File: src/hdl/slt_pkg.sv
// shared types and codes for the sorted list table
package slt_pkg;

   // command codes
   localparam logic [1:0] CMD_INSERT   = 2'd0;
   localparam logic [1:0] CMD_REMOVE   = 2'd1;
   localparam logic [1:0] CMD_RETRIEVE = 2'd2;
   localparam logic [1:0] CMD_SEARCH   = 2'd3;

   // status codes
   localparam logic [2:0] STS_OK       = 3'd0;
   localparam logic [2:0] STS_EMPTY    = 3'd1;
   localparam logic [2:0] STS_NOTFOUND = 3'd2;
   localparam logic [2:0] STS_BADPOS   = 3'd3;
   localparam logic [2:0] STS_FULL     = 3'd4;

   // sequencer states
   typedef enum logic [2:0] {
      ST_IDLE,
      ST_INS_WALK,
      ST_FIND,
      ST_REM_SHIFT,
      ST_RET_RD,
      ST_DONE
   } state_type;

endpackage

File: src/hdl/slt_req_if.sv
// command channel of the sorted list table
interface slt_req_if;
   logic               valid;
   logic               ready;
   logic [1:0]         command;
   logic signed [31:0] value;
   logic [6:0]         position;

   modport source (output valid, command, value, position, input ready);
   modport sink (input valid, command, value, position, output ready);
endinterface

File: src/hdl/slt_rsp_if.sv
// result channel of the sorted list table
interface slt_rsp_if;
   logic               valid;
   logic               ready;
   logic [2:0]         status;
   logic signed [31:0] found_value;
   logic [5:0]         found_position;
   logic [6:0]         entry_count;

   modport source (output valid, status, found_value, found_position, entry_count,
                   input ready);
   modport sink (input valid, status, found_value, found_position, entry_count,
                 output ready);
endinterface

File: src/hdl/slt_mem.sv
// entry storage: one write port, one read port with registered read data
module slt_mem #(
   parameter int DEPTH = 64,
   parameter int AW    = 6
) (
   input  logic               clock,
   input  logic               wr_en,
   input  logic [AW-1:0]      wr_addr,
   input  logic signed [31:0] wr_data,
   input  logic [AW-1:0]      rd_addr,
   output logic signed [31:0] rd_data
);

   logic signed [31:0] mem [DEPTH];
   logic signed [31:0] rd_data_ff;

   // write port
   always_ff @(posedge clock) begin
      if (wr_en) begin
         mem[wr_addr] <= wr_data;
      end
   end

   // read port, registered read data
   always_ff @(posedge clock) begin
      rd_data_ff <= mem[rd_addr];
   end

   assign rd_data = rd_data_ff;

endmodule

File: src/hdl/sorted_list_table.sv
// sorted list table top level: sequencer around the entry memory
//
//  channel  | dir | handshake   | payload
//  ---------+-----+-------------+-----------------------------------------------------
//  req_bus  | in  | valid/ready | command, value, position
//  rsp_bus  | out | valid/ready | status, found_value, found_position, entry_count
//
// one command at a time, one entry moved per cycle through one read and one write port
// insert shifts entries up from the top to the first below the value; search and
// remove read up from entry 0, and a remove hit shifts the later entries down
// reset clears the count and sequencer; data read at or above the count is never used
// a result waits in the output register while the next command runs, which then
// holds its result in the done state until that register frees
module sorted_list_table #(
   parameter int DEPTH = 64
) (
   input  logic  clock,
   input  logic  reset,
   slt_req_if.sink   req_bus,
   slt_rsp_if.source rsp_bus
);

   localparam int AW = (DEPTH > 1) ? $clog2(DEPTH) : 1;
   localparam int CW = $clog2(DEPTH + 1);
   localparam int PW = (CW > 7) ? CW : 7;

   slt_pkg::state_type state_ff, state_in;

   logic [1:0]         cmd_ff, cmd_in;
   logic signed [31:0] val_ff, val_in;
   logic [CW-1:0]      idx_ff, idx_in;
   logic [CW-1:0]      count_ff, count_in;
   logic [2:0]         res_status_ff, res_status_in;
   logic signed [31:0] res_fval_ff, res_fval_in;
   logic [5:0]         res_fpos_ff, res_fpos_in;

   logic               rsp_valid_ff, rsp_valid_in;
   logic [2:0]         rsp_status_ff, rsp_status_in;
   logic signed [31:0] rsp_fval_ff, rsp_fval_in;
   logic [5:0]         rsp_fpos_ff, rsp_fpos_in;
   logic [6:0]         rsp_count_ff, rsp_count_in;

   logic               wr_en;
   logic [AW-1:0]      wr_addr;
   logic signed [31:0] wr_data;
   logic [AW-1:0]      rd_addr;
   logic signed [31:0] rd_data;

   logic               req_beat;
   logic               rsp_beat;
   logic               out_free;
   logic [CW-1:0]      idx_inc;
   logic [CW-1:0]      idx_dec;
   logic               is_full;
   logic               is_empty;
   logic               pos_bad;
   logic               ins_shift;
   logic               at_end;
   logic               less;
   logic               equal;
   logic               rem_more;

   slt_mem #(
      .DEPTH (DEPTH),
      .AW    (AW)
   ) u_mem (
      .clock   (clock),
      .wr_en   (wr_en),
      .wr_addr (wr_addr),
      .wr_data (wr_data),
      .rd_addr (rd_addr),
      .rd_data (rd_data)
   );

   // handshakes
   assign req_bus.ready = (state_ff == slt_pkg::ST_IDLE);
   assign req_beat      = req_bus.valid && req_bus.ready;
   assign rsp_beat      = rsp_valid_ff && rsp_bus.ready;
   assign out_free      = !rsp_valid_ff || rsp_bus.ready;

   // shared conditions
   assign idx_inc   = idx_ff + CW'(1);
   assign idx_dec   = idx_ff - CW'(1);
   assign is_full   = (count_ff == CW'(DEPTH));
   assign is_empty  = (count_ff == '0);
   assign pos_bad   = (PW'(req_bus.position) >= PW'(count_ff));
   assign less      = (rd_data < val_ff);
   assign equal     = (rd_data == val_ff);
   assign ins_shift = (idx_ff != '0) && !less;
   assign at_end    = (idx_ff == count_ff);
   assign rem_more  = (idx_inc < count_ff);

   // next state
   always_comb begin
      state_in = state_ff;
      case (state_ff)
         slt_pkg::ST_IDLE: begin
            if (req_beat) begin
               case (req_bus.command)
                  slt_pkg::CMD_INSERT: begin
                     state_in = is_full ? slt_pkg::ST_DONE : slt_pkg::ST_INS_WALK;
                  end
                  slt_pkg::CMD_RETRIEVE: begin
                     state_in = (is_empty || pos_bad) ? slt_pkg::ST_DONE
                                                      : slt_pkg::ST_RET_RD;
                  end
                  default: begin
                     state_in = is_empty ? slt_pkg::ST_DONE : slt_pkg::ST_FIND;
                  end
               endcase
            end
         end
         slt_pkg::ST_INS_WALK: begin
            if (!ins_shift) begin
               state_in = slt_pkg::ST_DONE;
            end
         end
         slt_pkg::ST_FIND: begin
            if (at_end || !less) begin
               if (!at_end && equal && (cmd_ff == slt_pkg::CMD_REMOVE)) begin
                  state_in = slt_pkg::ST_REM_SHIFT;
               end else begin
                  state_in = slt_pkg::ST_DONE;
               end
            end
         end
         slt_pkg::ST_REM_SHIFT: begin
            if (!rem_more) begin
               state_in = slt_pkg::ST_DONE;
            end
         end
         slt_pkg::ST_RET_RD: begin
            state_in = slt_pkg::ST_DONE;
         end
         slt_pkg::ST_DONE: begin
            if (out_free) begin
               state_in = slt_pkg::ST_IDLE;
            end
         end
         default: begin
            state_in = slt_pkg::ST_IDLE;
         end
      endcase
   end

   // datapath and memory control
   // insert walks down from the top, remove walks up; the write and the
   // read issued in the same cycle during a shift are two entries apart
   always_comb begin
      cmd_in        = cmd_ff;
      val_in        = val_ff;
      idx_in        = idx_ff;
      count_in      = count_ff;
      res_status_in = res_status_ff;
      res_fval_in   = res_fval_ff;
      res_fpos_in   = res_fpos_ff;
      rsp_valid_in  = rsp_valid_ff && !rsp_beat;
      rsp_status_in = rsp_status_ff;
      rsp_fval_in   = rsp_fval_ff;
      rsp_fpos_in   = rsp_fpos_ff;
      rsp_count_in  = rsp_count_ff;
      wr_en         = 1'b0;
      wr_addr       = idx_ff[AW-1:0];
      wr_data       = rd_data;
      rd_addr       = idx_ff[AW-1:0];
      case (state_ff)
         slt_pkg::ST_IDLE: begin
            if (req_beat) begin
               cmd_in        = req_bus.command;
               val_in        = req_bus.value;
               res_status_in = slt_pkg::STS_OK;
               res_fval_in   = '0;
               res_fpos_in   = '0;
               idx_in        = '0;
            end
            case (req_bus.command)
               slt_pkg::CMD_INSERT: begin
                  idx_in  = req_beat ? count_ff : idx_ff;
                  rd_addr = AW'(count_ff - CW'(1));
                  if (req_beat && is_full) begin
                     res_status_in = slt_pkg::STS_FULL;
                  end
               end
               slt_pkg::CMD_RETRIEVE: begin
                  rd_addr = AW'(req_bus.position);
                  if (req_beat && is_empty) begin
                     res_status_in = slt_pkg::STS_EMPTY;
                  end else if (req_beat && pos_bad) begin
                     res_status_in = slt_pkg::STS_BADPOS;
                  end
               end
               default: begin
                  rd_addr = '0;
                  if (req_beat && is_empty) begin
                     res_status_in = slt_pkg::STS_EMPTY;
                  end
               end
            endcase
         end
         slt_pkg::ST_INS_WALK: begin
            wr_en = 1'b1;
            if (ins_shift) begin
               wr_data = rd_data;
               idx_in  = idx_dec;
               rd_addr = AW'(idx_ff - CW'(2));
            end else begin
               wr_data  = val_ff;
               count_in = idx_inc - idx_ff + count_ff;
            end
         end
         slt_pkg::ST_FIND: begin
            if (at_end || (!less && !equal)) begin
               res_status_in = slt_pkg::STS_NOTFOUND;
            end else if (less) begin
               idx_in  = idx_inc;
               rd_addr = AW'(idx_inc);
            end else if (cmd_ff == slt_pkg::CMD_SEARCH) begin
               res_fpos_in = 6'(idx_ff);
            end else begin
               rd_addr = AW'(idx_inc);
            end
         end
         slt_pkg::ST_REM_SHIFT: begin
            if (rem_more) begin
               wr_en   = 1'b1;
               wr_data = rd_data;
               idx_in  = idx_inc;
               rd_addr = AW'(idx_ff + CW'(2));
            end else begin
               count_in = count_ff - CW'(1);
            end
         end
         slt_pkg::ST_RET_RD: begin
            res_fval_in = rd_data;
         end
         slt_pkg::ST_DONE: begin
            if (out_free) begin
               rsp_valid_in  = 1'b1;
               rsp_status_in = res_status_ff;
               rsp_fval_in   = res_fval_ff;
               rsp_fpos_in   = res_fpos_ff;
               rsp_count_in  = 7'(count_ff);
            end
         end
         default: begin
            wr_en = 1'b0;
         end
      endcase
   end

   // control registers
   always_ff @(posedge clock) begin
      if (reset) begin
         state_ff     <= slt_pkg::ST_IDLE;
         count_ff     <= '0;
         rsp_valid_ff <= 1'b0;
      end else begin
         state_ff     <= state_in;
         count_ff     <= count_in;
         rsp_valid_ff <= rsp_valid_in;
      end
   end

   // payload registers
   always_ff @(posedge clock) begin
      cmd_ff        <= cmd_in;
      val_ff        <= val_in;
      idx_ff        <= idx_in;
      res_status_ff <= res_status_in;
      res_fval_ff   <= res_fval_in;
      res_fpos_ff   <= res_fpos_in;
      rsp_status_ff <= rsp_status_in;
      rsp_fval_ff   <= rsp_fval_in;
      rsp_fpos_ff   <= rsp_fpos_in;
      rsp_count_ff  <= rsp_count_in;
   end

   // result beat
   assign rsp_bus.valid          = rsp_valid_ff;
   assign rsp_bus.status         = rsp_status_ff;
   assign rsp_bus.found_value    = rsp_fval_ff;
   assign rsp_bus.found_position = rsp_fpos_ff;
   assign rsp_bus.entry_count    = rsp_count_ff;

`ifndef SYNTH
   // the fill count stays within the table
   a_count_range: assert property (@(posedge clock) disable iff (reset)
      count_ff <= CW'(DEPTH))
      else $error("entry count beyond table depth");

   // the memory is written only during a walk
   a_write_state: assert property (@(posedge clock) disable iff (reset)
      wr_en |-> (state_ff == slt_pkg::ST_INS_WALK || state_ff == slt_pkg::ST_REM_SHIFT))
      else $error("memory write outside a walk");

   // an accepted command always leaves idle
   a_leave_idle: assert property (@(posedge clock) disable iff (reset)
      req_beat |=> (state_ff != slt_pkg::ST_IDLE))
      else $error("command accepted but sequencer stayed idle");

   // the count changes only at the end of an insert or remove walk
   a_count_step: assert property (@(posedge clock) disable iff (reset)
      (state_ff == slt_pkg::ST_IDLE || state_ff == slt_pkg::ST_DONE
       || state_ff == slt_pkg::ST_FIND || state_ff == slt_pkg::ST_RET_RD)
      |=> $stable(count_ff))
      else $error("entry count changed outside a walk");

   // a result is only loaded when the output register is free
   a_no_overwrite: assert property (@(posedge clock) disable iff (reset)
      (state_ff == slt_pkg::ST_DONE && rsp_valid_ff && !rsp_bus.ready)
      |=> (state_ff == slt_pkg::ST_DONE))
      else $error("result left done state while output register was busy");
`endif

endmodule
File: src/flat_wrapper.sv
// flat-port wrapper written by rule: the top's interface ports become plain ports
module sorted_list_table_flat 
#(
   parameter int DEPTH = 64
)
  (clock, reset, req_bus_valid, req_bus_command, req_bus_value, req_bus_position, req_bus_ready, rsp_bus_valid, rsp_bus_status, rsp_bus_found_value, rsp_bus_found_position, rsp_bus_entry_count, rsp_bus_ready);
  slt_req_if req_bus_i ();
  slt_rsp_if rsp_bus_i ();
  input  logic clock;
  input  logic reset;
  input wire logic [$bits(req_bus_i.valid)-1:0] req_bus_valid;
  input wire logic [$bits(req_bus_i.command)-1:0] req_bus_command;
  input wire logic [$bits(req_bus_i.value)-1:0] req_bus_value;
  input wire logic [$bits(req_bus_i.position)-1:0] req_bus_position;
  output wire logic [$bits(req_bus_i.ready)-1:0] req_bus_ready;
  output wire logic [$bits(rsp_bus_i.valid)-1:0] rsp_bus_valid;
  output wire logic [$bits(rsp_bus_i.status)-1:0] rsp_bus_status;
  output wire logic [$bits(rsp_bus_i.found_value)-1:0] rsp_bus_found_value;
  output wire logic [$bits(rsp_bus_i.found_position)-1:0] rsp_bus_found_position;
  output wire logic [$bits(rsp_bus_i.entry_count)-1:0] rsp_bus_entry_count;
  input wire logic [$bits(rsp_bus_i.ready)-1:0] rsp_bus_ready;
  assign req_bus_i.valid = req_bus_valid;
  assign req_bus_i.command = req_bus_command;
  assign req_bus_i.value = req_bus_value;
  assign req_bus_i.position = req_bus_position;
  assign req_bus_ready = req_bus_i.ready;
  assign rsp_bus_valid = rsp_bus_i.valid;
  assign rsp_bus_status = rsp_bus_i.status;
  assign rsp_bus_found_value = rsp_bus_i.found_value;
  assign rsp_bus_found_position = rsp_bus_i.found_position;
  assign rsp_bus_entry_count = rsp_bus_i.entry_count;
  assign rsp_bus_i.ready = rsp_bus_ready;
  sorted_list_table #(.DEPTH(DEPTH)) u_core (.clock(clock), .reset(reset), .req_bus(req_bus_i), .rsp_bus(rsp_bus_i));
endmodule
File: config.mk
export PLATFORM = sky130hd
export DESIGN_NAME = sorted_list_table_flat
export DESIGN_NICKNAME = d
export VERILOG_FILES = /design/src/hdl/slt_pkg.sv /design/src/hdl/slt_req_if.sv /design/src/hdl/slt_rsp_if.sv /design/src/hdl/slt_mem.sv /design/src/hdl/sorted_list_table.sv /design/src/flat_wrapper.sv
export SDC_FILE = /design/constraint.sdc
export NUM_CORES = 2
export LEC_CHECK = 0
export BUFFER_PORTS_ARGS = -buffer_cell sky130_fd_sc_hd__buf_4
export CORE_MARGIN = 2
export CORE_UTILIZATION = 44
export CTS_BUF_LIST = sky130_fd_sc_hd__clkbuf_16
export DETAILED_ROUTE_END_ITERATION = 16
export GPL_ROUTABILITY_DRIVEN = 0
export PLACE_DENSITY = 0.7
export SLEW_MARGIN = 20
export SYNTH_ARGS = -nofsm -noshare
export SYNTH_HDL_FRONTEND = slang
export SYNTH_SLANG_ARGS = --single-unit
File: constraint.sdc
create_clock -name clock -period 11.95 [get_ports clock]
set_input_delay 2.39 -clock clock [delete_from_list [all_inputs] [get_ports clock]]
set_output_delay 2.39 -clock clock [all_outputs]
set_load 0.1 [all_outputs]
==> impl_metrics.toml <==
[status]
outcome = "finished, final reports clean"

[synthesis]
netlist.area_leader.share_pct = 73.4
ys_seq_area_share_pct = 74.4
syn-cell-area_sq_mm = 0.0891
syn_avg_cell_area_sq_um = 13.2
ys_ff_latch = 2221
ys_warn_count = 0
synth_cell_types = 81
synth_cells = 6752
synth_edf_count = 2178
synth.area.top_cells = "edfxtp_1 (73%), nand2_1 (7.3%), nand3_1 (5.5%), a211oi_1 (1.6%), and3_1 (1.6%)"
synthFlopType = "edfxtp_1"
async_reset_ff_share_pct = 0
syn_nets = 6860
synth_top_area_cell = "edfxtp_1"

[sta]
tightest_slew_ns = 1.25
setup_tns_ns = 0
fmax_mhz = 115
min_period_over_period_pct = 72.9
period_needed_ns = 8.71
setup_viol = 0
rsz0062_at_grt = "no"
relSlewSlack_pct = 16.3
slew_viol_final = 0
hold_viol = 0
fin_skew_ns = 0.0514

[critical_path]
r2r_cells = 20
path_class = "reg -> reg"
reg2reg_slack_ns = 3.24
worst_setup_path_start_kind = "register"
cp.required_ns = 12.76
r2r-start = "u_core.idx_ff[0]"
regToRegEndpoint = "u_core.u_mem.rd_data[20]"
crit_fanout = 83
cp-end-kind = "register"
arrival_ns = 9.52

[detailed_routing]
routedWlPerCell_um = 27.0
drtIter0Drc = 9181
ant_nets = 0
dr.pass1.iters = 8
vias = 58957
drc = 0
drt-total-wl_um = 260000
via_per_inst = 6.12

[die]
die_x_um = 454
start_util_pct = 44.2
coreArea_sq_mm = 0.202
chipHeight_um = 454
ios = 95
rows = 165
dieArea_sq_mm = 0.206

[clock_network]
cts_setup_buffers = 0
cts.htree.levels = 4
post_cts_resized = 0
cts.hold.buffers_added = 0
cts_buffer_depth = 3
cts_buffers = 213
clock-sinks = 2221
cts_tree = "done"
root_buffer = "clkbuf_16"
path_clk_slew_ns = 0.07
clk_latency_ns = 0.88

[hold_path]
hold_class = "reg -> reg"
min_to = "u_core.rsp_bus.found_value[11]"
hold_start = "u_core.res_fval_ff[11]"
hold_depth = 0

[global_route]
grt_pass1_vias = 55337
grt_max_degree = 185
antenna_found_initial = 21
globalRouteTotalUtil_pct = 24.6
grt_pass1_wl_um = 374000
grt_overflow = 0

[final_layout]
layout_commonest_cell = "edfxtp_1"
syn_to_final_growth_pct = 12.4
mostFrequentLayoutCells = "edfxtp_1 (2,178), nand2_1 (1,742), nand3_1 (977)"
drive_above_1_share_pct = 9.72
nets = 6875

[placement]
port_buffers = 94
dpl.hpwl_um = 140000

[flow_run]
maxCapViolCount = 0
-- worst max-delay path: stages, from the launching register on --
cell and delay [ns]:
edfxtp_1 0.76, ha_1 0.47, nand3_1 0.31, nor2_1 0.26
xor2_1 0.12, ha_1 0.22, or4_1 0.51, o22ai_1 0.64
nor2_1 0.15, nor4bb_1 0.49, nor3b_4 0.20, o21ai_1 0.34
and3_4 0.57, buf_4 0.82, buf_4 0.83, buf_4 0.68
nand2_1 0.13, nand3_1 0.10, nand3_1 0.11, nand4_1 0.54
or3_1 0.19
-- per-stage QoR --
step | setup WS [ns] | instance area (sq um) | hold WS, ns | cells | utilization (%)
after floorplan | 6.37 | 89100 | 0.400 | 6752 | -
after global placement | 3.85 | 93400 | 0.406 | 9221 | 46.3
after detailed placement | 3.60 | 93400 | 0.405 | 9223 | 46.3
after CTS | 3.55 | 100000 | 0.395 | 9619 | 49.6
after global routing | 2.79 | 100000 | 0.405 | 9622 | 49.6
final | 3.24 | 100000 | 0.385 | 9629 | 49.6
-- worst max-delay path by stage --
stage	start	depth (start not counted)	end
floorplan	u_core.val_ff[31]	12	u_core.u_mem.mem[0][31]
global placement	u_core.idx_ff[0]	20	u_core.u_mem.rd_data[17]
detailed placement	u_core.idx_ff[0]	20	u_core.u_mem.rd_data[17]
CTS	u_core.idx_ff[0]	20	u_core.u_mem.rd_data[17]
global route	u_core.idx_ff[0]	20	u_core.u_mem.rd_data[20]
finish	u_core.idx_ff[0]	20	u_core.u_mem.rd_data[20]
-- registers in the layout (all words and copies together), names as in the netlist --
name / flops
u_core.rsp_bus.status: 3
u_core.rsp_bus.entry_count: 7
u_core.rsp_bus.found_position: 6
u_core.res_status_ff: 3
u_core.rsp_bus.found_value: 32
u_core.cmd_ff: 2
u_core.u_mem.rd_data: 32
u_core.val_ff: 32
u_core.idx_ff: 7
u_core.u_mem.mem: 2048
u_core.rsp_bus.valid: 1
u_core.count_ff: 7
u_core.state_ff: 3
u_core.res_fpos_ff: 6
u_core.res_fval_ff: 32
-- cell usage after synthesis, drive strengths merged, types with 4 or more instances --
cell type	n
edfxtp	2178
nand2	1744
nand3	978
clkbuf	300
and3	228
a211oi	192
buf	159
a311oi	125
nor2	114
o21ai	77
nand4	76
a31oi	75
ha	62
a21oi	54
inv	54
dfxtp	43
mux2i	41
nor4	38
or3	38
xnor2	22
nor3	20
a22oi	11
xor2	10
nand2b	9
a21o	7
a221oi	7
and2	7
nor2b	7
a32oi	6
a2111oi	5
and4	5
o211ai	5
or4	5
nor3b	4
-- final cells by class --
cell class / count / area, sq um
fillers: 16581 / 102000
flip-flops and latches: 2221 / 66300
multi-input cells: 4017 / 21600
clock buffers: 213 / 5330
well taps: 2672 / 3340
repair buffers: 259 / 2100
clock inverters: 183 / 1240
inverters: 55 / 206
diodes: 9 / 22.5
-- cell families after synthesis --
logic type | after synthesis | share of synthesized area, %
xor gates and xnor gates | 32 | 0.315
and+or+nand+nor | 3282 | 16.5
buffers and inverters | 514 | 2.49
AOI/OAI and AO/OA | 597 | 4.89
adders and majority gates | 63 | 0.893
DFF | 2221 | 74.4
muxes | 43 | 0.494
-- metal layers --
metal | share of wire [%] | track usage, % | up-vias | wire length (um)
li1 | - | - | 25131 | -
met1 | 37 | 32.8 | 29340 | 97300
met2 | 46 | 38.0 | 3882 | 119000
met3 | 12 | 5.93 | 588 | 30900
met4 | 4.9 | 11.4 | 16 | 12700
met5 | 0.040 | 0 | - | 104
Power is not shown: default switching activity piles up to over one toggle a cycle in this logic, so the estimate is an artifact.
